==> config.mk <==
export PLATFORM = sky130hd
export DESIGN_NAME = program_stream_audio_extractor
export DESIGN_NICKNAME = d
export VERILOG_FILES = /design/src/hdl/psae_pkg.sv /design/src/hdl/psae_parser.sv /design/src/hdl/program_stream_audio_extractor.sv
export SDC_FILE = /design/constraint.sdc
export NUM_CORES = 1
export LEC_CHECK = 0
export ABC_CLOCK_PERIOD_IN_PS = 6400
export BUFFER_PORTS_ARGS = -buffer_cell sky130_fd_sc_hd__buf_2
export CAP_MARGIN = 30
export CELL_PAD_IN_SITES_DETAIL_PLACEMENT = 1
export CELL_PAD_IN_SITES_GLOBAL_PLACEMENT = 1
export CORE_MARGIN = 2
export CORE_UTILIZATION = 45
export CTS_CLUSTER_SIZE = 16
export DETAILED_ROUTE_END_ITERATION = 8
export GPL_ROUTABILITY_DRIVEN = 1
export GPL_TIMING_DRIVEN = 1
export PLACE_DENSITY_LB_ADDON = 0.08
export SYNTH_ARGS = -nofsm -noshare
export SYNTH_HDL_FRONTEND = slang
export SYNTH_HIERARCHICAL = 1
export SYNTH_SLANG_ARGS = --single-unit
==> constraint.sdc <==
create_clock -name clock -period 6.4 [get_ports clock]
set_clock_uncertainty 0.15 [all_clocks]
set_input_delay 0.64 -clock clock [delete_from_list [all_inputs] [get_ports clock]]
set_output_delay 0.64 -clock clock [all_outputs]
set_load 0.005 [all_outputs]
==> src/hdl/psae_pkg.sv <==
// ----------------------------------------------------------------------------
// psae_pkg
// Shared types and constants for the program stream audio extractor.
// ----------------------------------------------------------------------------
`default_nettype none

package psae_pkg;

   localparam logic [31:0] CODE_PACK       = 32'h0000_01BA;
   localparam logic [31:0] CODE_END        = 32'h0000_01B9;
   localparam logic [23:0] CODE_PREFIX     = 24'h00_0001;
   localparam logic [1:0]  PES_FIXED_BYTES = 2'd3;

   // configuration register indexes
   localparam logic [1:0] CSR_AUDIO_STREAM_ID  = 2'd0;
   localparam logic [1:0] CSR_EXTRA_SKIP       = 2'd1;
   localparam logic [1:0] CSR_PACK_BODY_LENGTH = 2'd2;

   localparam logic [7:0] AUDIO_STREAM_ID_RESET  = 8'hBD;
   localparam logic [3:0] EXTRA_SKIP_RESET       = 4'd4;
   localparam logic [7:0] PACK_BODY_LENGTH_RESET = 8'd10;

   // status codes
   localparam logic [1:0] STATUS_PARSING   = 2'd0;
   localparam logic [1:0] STATUS_END       = 2'd1;
   localparam logic [1:0] STATUS_NOT_PS    = 2'd2;
   localparam logic [1:0] STATUS_MALFORMED = 2'd3;

   typedef struct packed {
      logic       payload_valid;
      logic [7:0] payload_byte;
      logic       packet_last;
      logic [1:0] status;
   } result_type;

endpackage

`default_nettype wire

==> src/hdl/psae_parser.sv <==
// ----------------------------------------------------------------------------
// psae_parser
// Packet walker: holds the parse state and works out the result word for the
// byte presented on step, updating its state at the same edge.
// ----------------------------------------------------------------------------
`default_nettype none

module psae_parser (
   input  wire logic                 clock,
   input  wire logic                 reset,
   input  wire logic                 step,
   input  wire logic [7:0]           stream_byte,
   input  wire logic [7:0]           audio_stream_id,
   input  wire logic [3:0]           extra_skip,
   input  wire logic [7:0]           pack_body_length,
   output      psae_pkg::result_type result
);
   import psae_pkg::*;

   localparam logic [2:0] PH_CODE    = 3'd0;
   localparam logic [2:0] PH_LEN     = 3'd1;
   localparam logic [2:0] PH_SKIP    = 3'd2;
   localparam logic [2:0] PH_PESHDR  = 3'd3;
   localparam logic [2:0] PH_HSKIP   = 3'd4;
   localparam logic [2:0] PH_PAYLOAD = 3'd5;
   localparam logic [2:0] PH_HALT    = 3'd6;

   logic [2:0]  phase_ff, phase_in;
   logic [31:0] code_ff, code_in;
   logic [15:0] count_ff, count_in;
   logic [15:0] length_ff, length_in;
   logic [15:0] remaining_ff, remaining_in;
   logic        first_ff, first_in;
   logic [1:0]  status_ff, status_in;
   logic        audio_ff, audio_in;

   logic [15:0] count_inc;
   logic [15:0] count_dec;
   logic [15:0] remaining_dec;
   logic [16:0] need;
   logic [8:0]  hdr_skip;
   logic [16:0] leftover;

   assign count_inc     = count_ff + 16'd1;
   assign count_dec     = count_ff - 16'd1;
   assign remaining_dec = remaining_ff - 16'd1;
   assign hdr_skip      = {1'b0, stream_byte} + {5'd0, extra_skip};
   assign need          = {15'd0, PES_FIXED_BYTES} + {8'd0, hdr_skip};
   assign leftover      = {1'b0, length_ff} - need;

   always_comb begin
      phase_in     = phase_ff;
      code_in      = code_ff;
      count_in     = count_ff;
      length_in    = length_ff;
      remaining_in = remaining_ff;
      first_in     = first_ff;
      status_in    = status_ff;
      audio_in     = audio_ff;
      result       = '0;

      case (phase_ff)
         PH_CODE: begin
            code_in  = {code_ff[23:0], stream_byte};
            count_in = count_inc;
            if (count_inc >= 16'd4) begin
               count_in = '0;
               first_in = 1'b0;
               if (first_ff && code_in != CODE_PACK) begin
                  status_in = STATUS_NOT_PS;
                  phase_in  = PH_HALT;
               end else if (code_in == CODE_PACK) begin
                  count_in = {8'd0, pack_body_length};
                  phase_in = (pack_body_length != 8'd0) ? PH_SKIP : PH_CODE;
               end else if (code_in == CODE_END) begin
                  status_in = STATUS_END;
                  phase_in  = PH_HALT;
               end else begin
                  audio_in  = (code_in == {CODE_PREFIX, audio_stream_id});
                  length_in = '0;
                  phase_in  = PH_LEN;
               end
            end
         end
         PH_LEN: begin
            length_in = {length_ff[7:0], stream_byte};
            count_in  = count_inc;
            if (count_inc >= 16'd2) begin
               if (audio_ff) begin
                  count_in = '0;
                  phase_in = PH_PESHDR;
               end else begin
                  count_in = length_in;
                  phase_in = (length_in != 16'd0) ? PH_SKIP : PH_CODE;
               end
            end
         end
         PH_SKIP: begin
            count_in = count_dec;
            if (count_dec == 16'd0) begin
               phase_in = PH_CODE;
            end
         end
         PH_PESHDR: begin
            count_in = count_inc;
            // third header byte carries the header-data length
            if (count_inc >= {14'd0, PES_FIXED_BYTES}) begin
               if ({1'b0, length_ff} < need) begin
                  status_in = STATUS_MALFORMED;
                  phase_in  = PH_HALT;
               end else begin
                  remaining_in = leftover[15:0];
                  if (hdr_skip != 9'd0) begin
                     count_in = {7'd0, hdr_skip};
                     phase_in = PH_HSKIP;
                  end else begin
                     count_in = '0;
                     phase_in = (leftover[15:0] != 16'd0) ? PH_PAYLOAD : PH_CODE;
                  end
               end
            end
         end
         PH_HSKIP: begin
            count_in = count_dec;
            if (count_dec == 16'd0) begin
               phase_in = (remaining_ff != 16'd0) ? PH_PAYLOAD : PH_CODE;
            end
         end
         PH_PAYLOAD: begin
            result.payload_valid = 1'b1;
            result.payload_byte  = stream_byte;
            remaining_in         = remaining_dec;
            if (remaining_dec == 16'd0) begin
               result.packet_last = 1'b1;
               phase_in           = PH_CODE;
               count_in           = '0;
            end
         end
         PH_HALT: begin
         end
         default: begin
            phase_in = PH_HALT;
         end
      endcase

      result.status = status_in;
   end

   always_ff @(posedge clock) begin
      if (reset) begin
         phase_ff     <= PH_CODE;
         code_ff      <= '0;
         count_ff     <= '0;
         length_ff    <= '0;
         remaining_ff <= '0;
         first_ff     <= 1'b1;
         status_ff    <= STATUS_PARSING;
         audio_ff     <= 1'b0;
      end else if (step) begin
         phase_ff     <= phase_in;
         code_ff      <= code_in;
         count_ff     <= count_in;
         length_ff    <= length_in;
         remaining_ff <= remaining_in;
         first_ff     <= first_in;
         status_ff    <= status_in;
         audio_ff     <= audio_in;
      end
   end

endmodule

`default_nettype wire

==> src/hdl/program_stream_audio_extractor.sv <==
// An accepted byte's result word is in the output register in the cycle after it is taken.
// The block takes one byte per clock while req_stall is low; the parse state updates once per accepted byte.
// The output register is refilled in the cycle it is drained, so a stall only
// holds the input while the held word is not taken.
// Reset (synchronous) returns the parser to waiting for a pack code and restores
// the register defaults; the block accepts input right after reset.
// ----------------------------------------------------------------------------
// program_stream_audio_extractor
// Walks an MPEG program stream a byte at a time and passes the payload bytes
// of packets carrying the configured stream id, with a parse status on every result word.
// ----------------------------------------------------------------------------
`default_nettype none

module program_stream_audio_extractor (
   input  wire logic       clock,
   input  wire logic       reset,
   input  wire logic       req_valid,
   output      logic       req_stall,
   input  wire logic [7:0] req_stream_byte,
   output      logic       rsp_valid,
   input  wire logic       rsp_stall,
   output      logic       rsp_payload_valid,
   output      logic [7:0] rsp_payload_byte,
   output      logic       rsp_packet_last,
   output      logic [1:0] rsp_status,
   input  wire logic       csr_write_enable,
   input  wire logic [1:0] csr_index,
   input  wire logic [7:0] csr_write_data
);
   import psae_pkg::*;

   logic [7:0] audio_stream_id_ff;
   logic [3:0] extra_skip_ff;
   logic [7:0] pack_body_length_ff;

   logic       rsp_valid_ff, rsp_valid_in;
   result_type rsp_word_ff;
   result_type step_result;
   logic       req_take;

   always_ff @(posedge clock) begin
      if (reset) begin
         audio_stream_id_ff  <= AUDIO_STREAM_ID_RESET;
         extra_skip_ff       <= EXTRA_SKIP_RESET;
         pack_body_length_ff <= PACK_BODY_LENGTH_RESET;
      end else if (csr_write_enable) begin
         case (csr_index)
            CSR_AUDIO_STREAM_ID:  audio_stream_id_ff  <= csr_write_data;
            CSR_EXTRA_SKIP:       extra_skip_ff       <= csr_write_data[3:0];
            CSR_PACK_BODY_LENGTH: pack_body_length_ff <= csr_write_data;
            default: begin
            end
         endcase
      end
   end

   assign req_stall = rsp_valid_ff && rsp_stall;
   assign req_take  = req_valid && !req_stall;

   psae_parser u_parser (
      .clock            (clock),
      .reset            (reset),
      .step             (req_take),
      .stream_byte      (req_stream_byte),
      .audio_stream_id  (audio_stream_id_ff),
      .extra_skip       (extra_skip_ff),
      .pack_body_length (pack_body_length_ff),
      .result           (step_result)
   );

   always_comb begin
      rsp_valid_in = rsp_valid_ff;
      if (req_take) begin
         rsp_valid_in = 1'b1;
      end else if (!rsp_stall) begin
         rsp_valid_in = 1'b0;
      end
   end

   always_ff @(posedge clock) begin
      if (reset) begin
         rsp_valid_ff <= 1'b0;
      end else begin
         rsp_valid_ff <= rsp_valid_in;
      end
   end

   always_ff @(posedge clock) begin
      if (req_take) begin
         rsp_word_ff <= step_result;
      end
   end

   assign rsp_valid         = rsp_valid_ff;
   assign rsp_payload_valid = rsp_word_ff.payload_valid;
   assign rsp_payload_byte  = rsp_word_ff.payload_byte;
   assign rsp_packet_last   = rsp_word_ff.packet_last;
   assign rsp_status        = rsp_word_ff.status;

endmodule

`default_nettype wire
==> run metrics <==
outcome finished, final reports clean; R2R Path Start extra_skip_ff[0]; vias post-DR 7324; commonest non-fill, non-tap cells in the layout nand2_1, dfxtp_1, nor2_1; post-synth top area share approximately a quarter; crit path time final approximately 5.2 ns; maxcap violations 0; Setup TNS 0 ns; Worst Max-Slew Pin Slew 1.03 ns; number of port buffers 36; Post-Syn Area per Cell around 8.0 um2; post-layout util between 40% and 50%; worst hold path class reg -> reg; share of power burned in the clock network about a quarter; diode count 0; clock-pin slew on the worst setup and hold paths 0.08 ns; switching share of power approximately 42%; Crit Path Max Fanout 13; RR Endpoint u_parser/remaining_ff[8]; library cells used by synthesis 85; routability congestion estimate 0.915; die span in y roughly 130 um; fillers roughly 2000; largest area contributor in the netlist dfxtp_1; Post-CTS Hold Fix Bufs 0; cts repair resizes 0; ys flop type dfxtp_1; CP endpoint kind flip-flop; largest net degree at the start of global routing 83; pwr/cell area ~300 nW/um2; Hold EP u_parser/code_ff[18]; core region area approximately 16000 um2; total gr overflow 0; synth-to-layout area growth 7.31%; CTS tree built; first-pass GRT wire length about 41 mm; Post-synth ARST share 0%; final setup vio count 0; Critical Path AT 5.37 ns; Final nets 980; internal power between 0.001 and 0.0015 W; Final Power roughly 0.0024 W; Flop pwr share between 30% and 40%; starting density of the core a little under half; Setup Crit Path Kind in -> reg; Peak Freq 191 MHz; final instance count without filler cells 1157; Worst Min Path Start u_parser/code_ff[18]; logic gate share of total power approximately two fifths; dpl hpwl between 15 and 20 mm; clock sinks ~110; total placed cells including tap cells between 1000 and 1500; vias in the first global route approximately 7400; RSZ-0062 raised after global routing no; I/O Pins 37; required time of the critical path between 6 and 7 ns; layout cells sized above 1 about 8.4%; clk_lat worst skew 0.37 ns; DP Area roughly 7800 um2; Register-to-Register Path Depth 18; peak supply drop between 200 and 250 uV; Die Width between 100 and 150 um; Die ar. between 15000 and 20000 um2; #FFs+latches synth ~110; Post-CTS Setup Bufs 0; clock root cell clkbuf_16; DR DRC count 0; Worst R2R Setup Slack approximately 1.4 ns; post-route ant nets 0; WL per Instance between 20 and 25 um; final hold violations 0; Num CTS Buffers 9; Gate Count Post-Synth between 900 and 1000; CP Launch Type input port; via/cell ratio roughly 6.3; Hold Crit Depth 2; slew margin rel. 31.2%; ranking of synthesized cells by area dfxtp_1, nand2_1, edfxtp_1; area of the mapped netlist about 7500 um2; final period utilization between 80% and 90%; Synth warnings 6; commonest non-fill, non-tap cell in the layout nand2_1; GRT Total Usage 29.1%; register area share after synthesis a little under a third; Post-Syn Nets a little under 1000; Row Count 47; switching power total a little over 0.001 W; H-Tree Level Count 3; number of flops mapped to enable cells by yosys 12; fin area about 8100 um2; DR pass1 iterations 6; clk buf depth 2; Slew Limit Fails 0; DR iter-0 viols about 500; Leak approximately 2.9 nW; final wirelength 25.8 mm; antenna violations before repair 0
-- critical path, cell delays in order --
cell,delay (ns)
buf_2,0.24
inv_1,0.19
fa_1,0.49
nand2b_1,0.21
a21oi_1,0.22
xnor2_1,0.26
nor2_1,0.14
and3_1,0.24
a31oi_1,0.15
ha_1,0.32
and2_1,0.22
o2111a_1,0.15
a221o_1,0.37
nor3_1,0.38
a211oi_4,0.15
o21ai_2,0.55
o21ai_0,0.24
a21oi_1,0.20
-- area by class of cell --
cell class / count / area [um2] / share of cell area [%]
multi-input combinational: 739 / 4830 / 59.6
sequential: 112 / 2360 / 29.2
tap: 220 / 275 / 3.40
clock buffer: 10 / 239 / 2.95
timing repair buffer: 42 / 225 / 2.78
inverter: 28 / 105 / 1.30
clock inverter: 6 / 67.6 / 0.834
-- metrics by stage --
step | hold WS [ns] | setup slack (ns)
CTS | 0.314 | 1.26
global placement | 0.297 | 1.12
floorplan | 0.286 | 1.55
detailed placement | 0.301 | 0.984
finish | 0.313 | 1.17
global route | 0.343 | 0.893
-- logic make-up (layout without fill, tap and decap cells) --
| family | count (synthesis) | count (layout) | synth area share [%] |
|---|---|---|---|
| xor gates and xnor gates | 53 | 53 | 6.15 |
| and+or+nand+nor | 386 | 386 | 26.0 |
| buffers and inverters | 88 | 86 | 4.81 |
| AOI/OAI and AO/OA | 247 | 247 | 23.8 |
| other | 1 | 1 | 0.0497 |
| muxes | 27 | 27 | 3.60 |
| adders and majority gates | 25 | 25 | 4.34 |
| DFF | 112 | 112 | 31.3 |
-- metal layers --
| metal | global-route usage (%) | vias to the layer above | part of all wire [%] |
|---|---|---|---|
| met3 | 5.02 | 55 | 4.8 |
| met4 | 10.0 | 0 | 3.1 |
| li1 | - | 3445 | - |
| met5 | 0 | - | 0 |
| met2 | 49.5 | 221 | 48 |
| met1 | 37.3 | 3603 | 44 |
-- state kept, by name, summed over array words and instances, names as in the netlist, 3 cells and up --
| register | count |
|---|---|
| u_parser/code_ff | 24 |
| u_parser/count_ff | 16 |
| u_parser/length_ff | 16 |
| u_parser/remaining_ff | 16 |
| audio_stream_id_ff | 8 |
| pack_body_length_ff | 8 |
| rsp_payload_byte | 8 |
| extra_skip_ff | 4 |
| u_parser/phase_ff | 3 |
-- power groups by stage --
stage | logic (W) | clock network [W] | registers (W)
after floorplan | 0.000719 | 0 | 0.000825
after global placement | 0.000890 | 0 | 0.000894
after detailed placement | 0.000913 | 0 | 0.000900
after CTS | 0.000920 | 0.000603 | 0.000885
after global routing | 0.00101 | 0.000629 | 0.000900
final | 0.000934 | 0.000587 | 0.000888
-- cells in the mapped netlist, types with 7 or more instances --
cell / number
nand2b_1: 31
a21oi_1: 61
nor3_1: 30
o21ai_0: 25
a211oi_1: 12
dfxtp_1: 100
ha_1: 23
edfxtp_1: 12
and2_1: 16
nand3b_1: 11
nor4_1: 23
clkbuf_1: 39
and3_1: 7
nor2_1: 80
inv_1: 27
o211ai_1: 7
o21ai_1: 13
or4_1: 7
a31oi_1: 9
xor2_1: 20
nand2_1: 108
xnor2_1: 33
mux2i_1: 26
a22o_1: 21
nand4_1: 15
buf_2: 14
a21o_1: 8
nor2b_1: 7
nand3_1: 26
a221oi_1: 8
-- how the worst max path moves through the flow --
| stage | from | to | slack [ns] | cells past startpoint |
|---|---|---|---|---|
| 2_1_floorplan | req_stream_byte[1] | u_parser/count_ff[5] | 1.55 | 19 |
| 3_3_place_gp | req_stream_byte[0] | u_parser/remaining_ff[1] | 1.12 | 19 |
| 3_5_place_dp | req_stream_byte[0] | u_parser/remaining_ff[8] | 0.98 | 19 |
| 4_1_cts | req_stream_byte[0] | u_parser/remaining_ff[8] | 1.26 | 19 |
| 5_1_grt | req_stream_byte[0] | u_parser/remaining_ff[8] | 0.89 | 19 |
| 6_report | req_stream_byte[1] | u_parser/remaining_ff[8] | 1.17 | 18 |
Power figures use the tool's default switching activity.
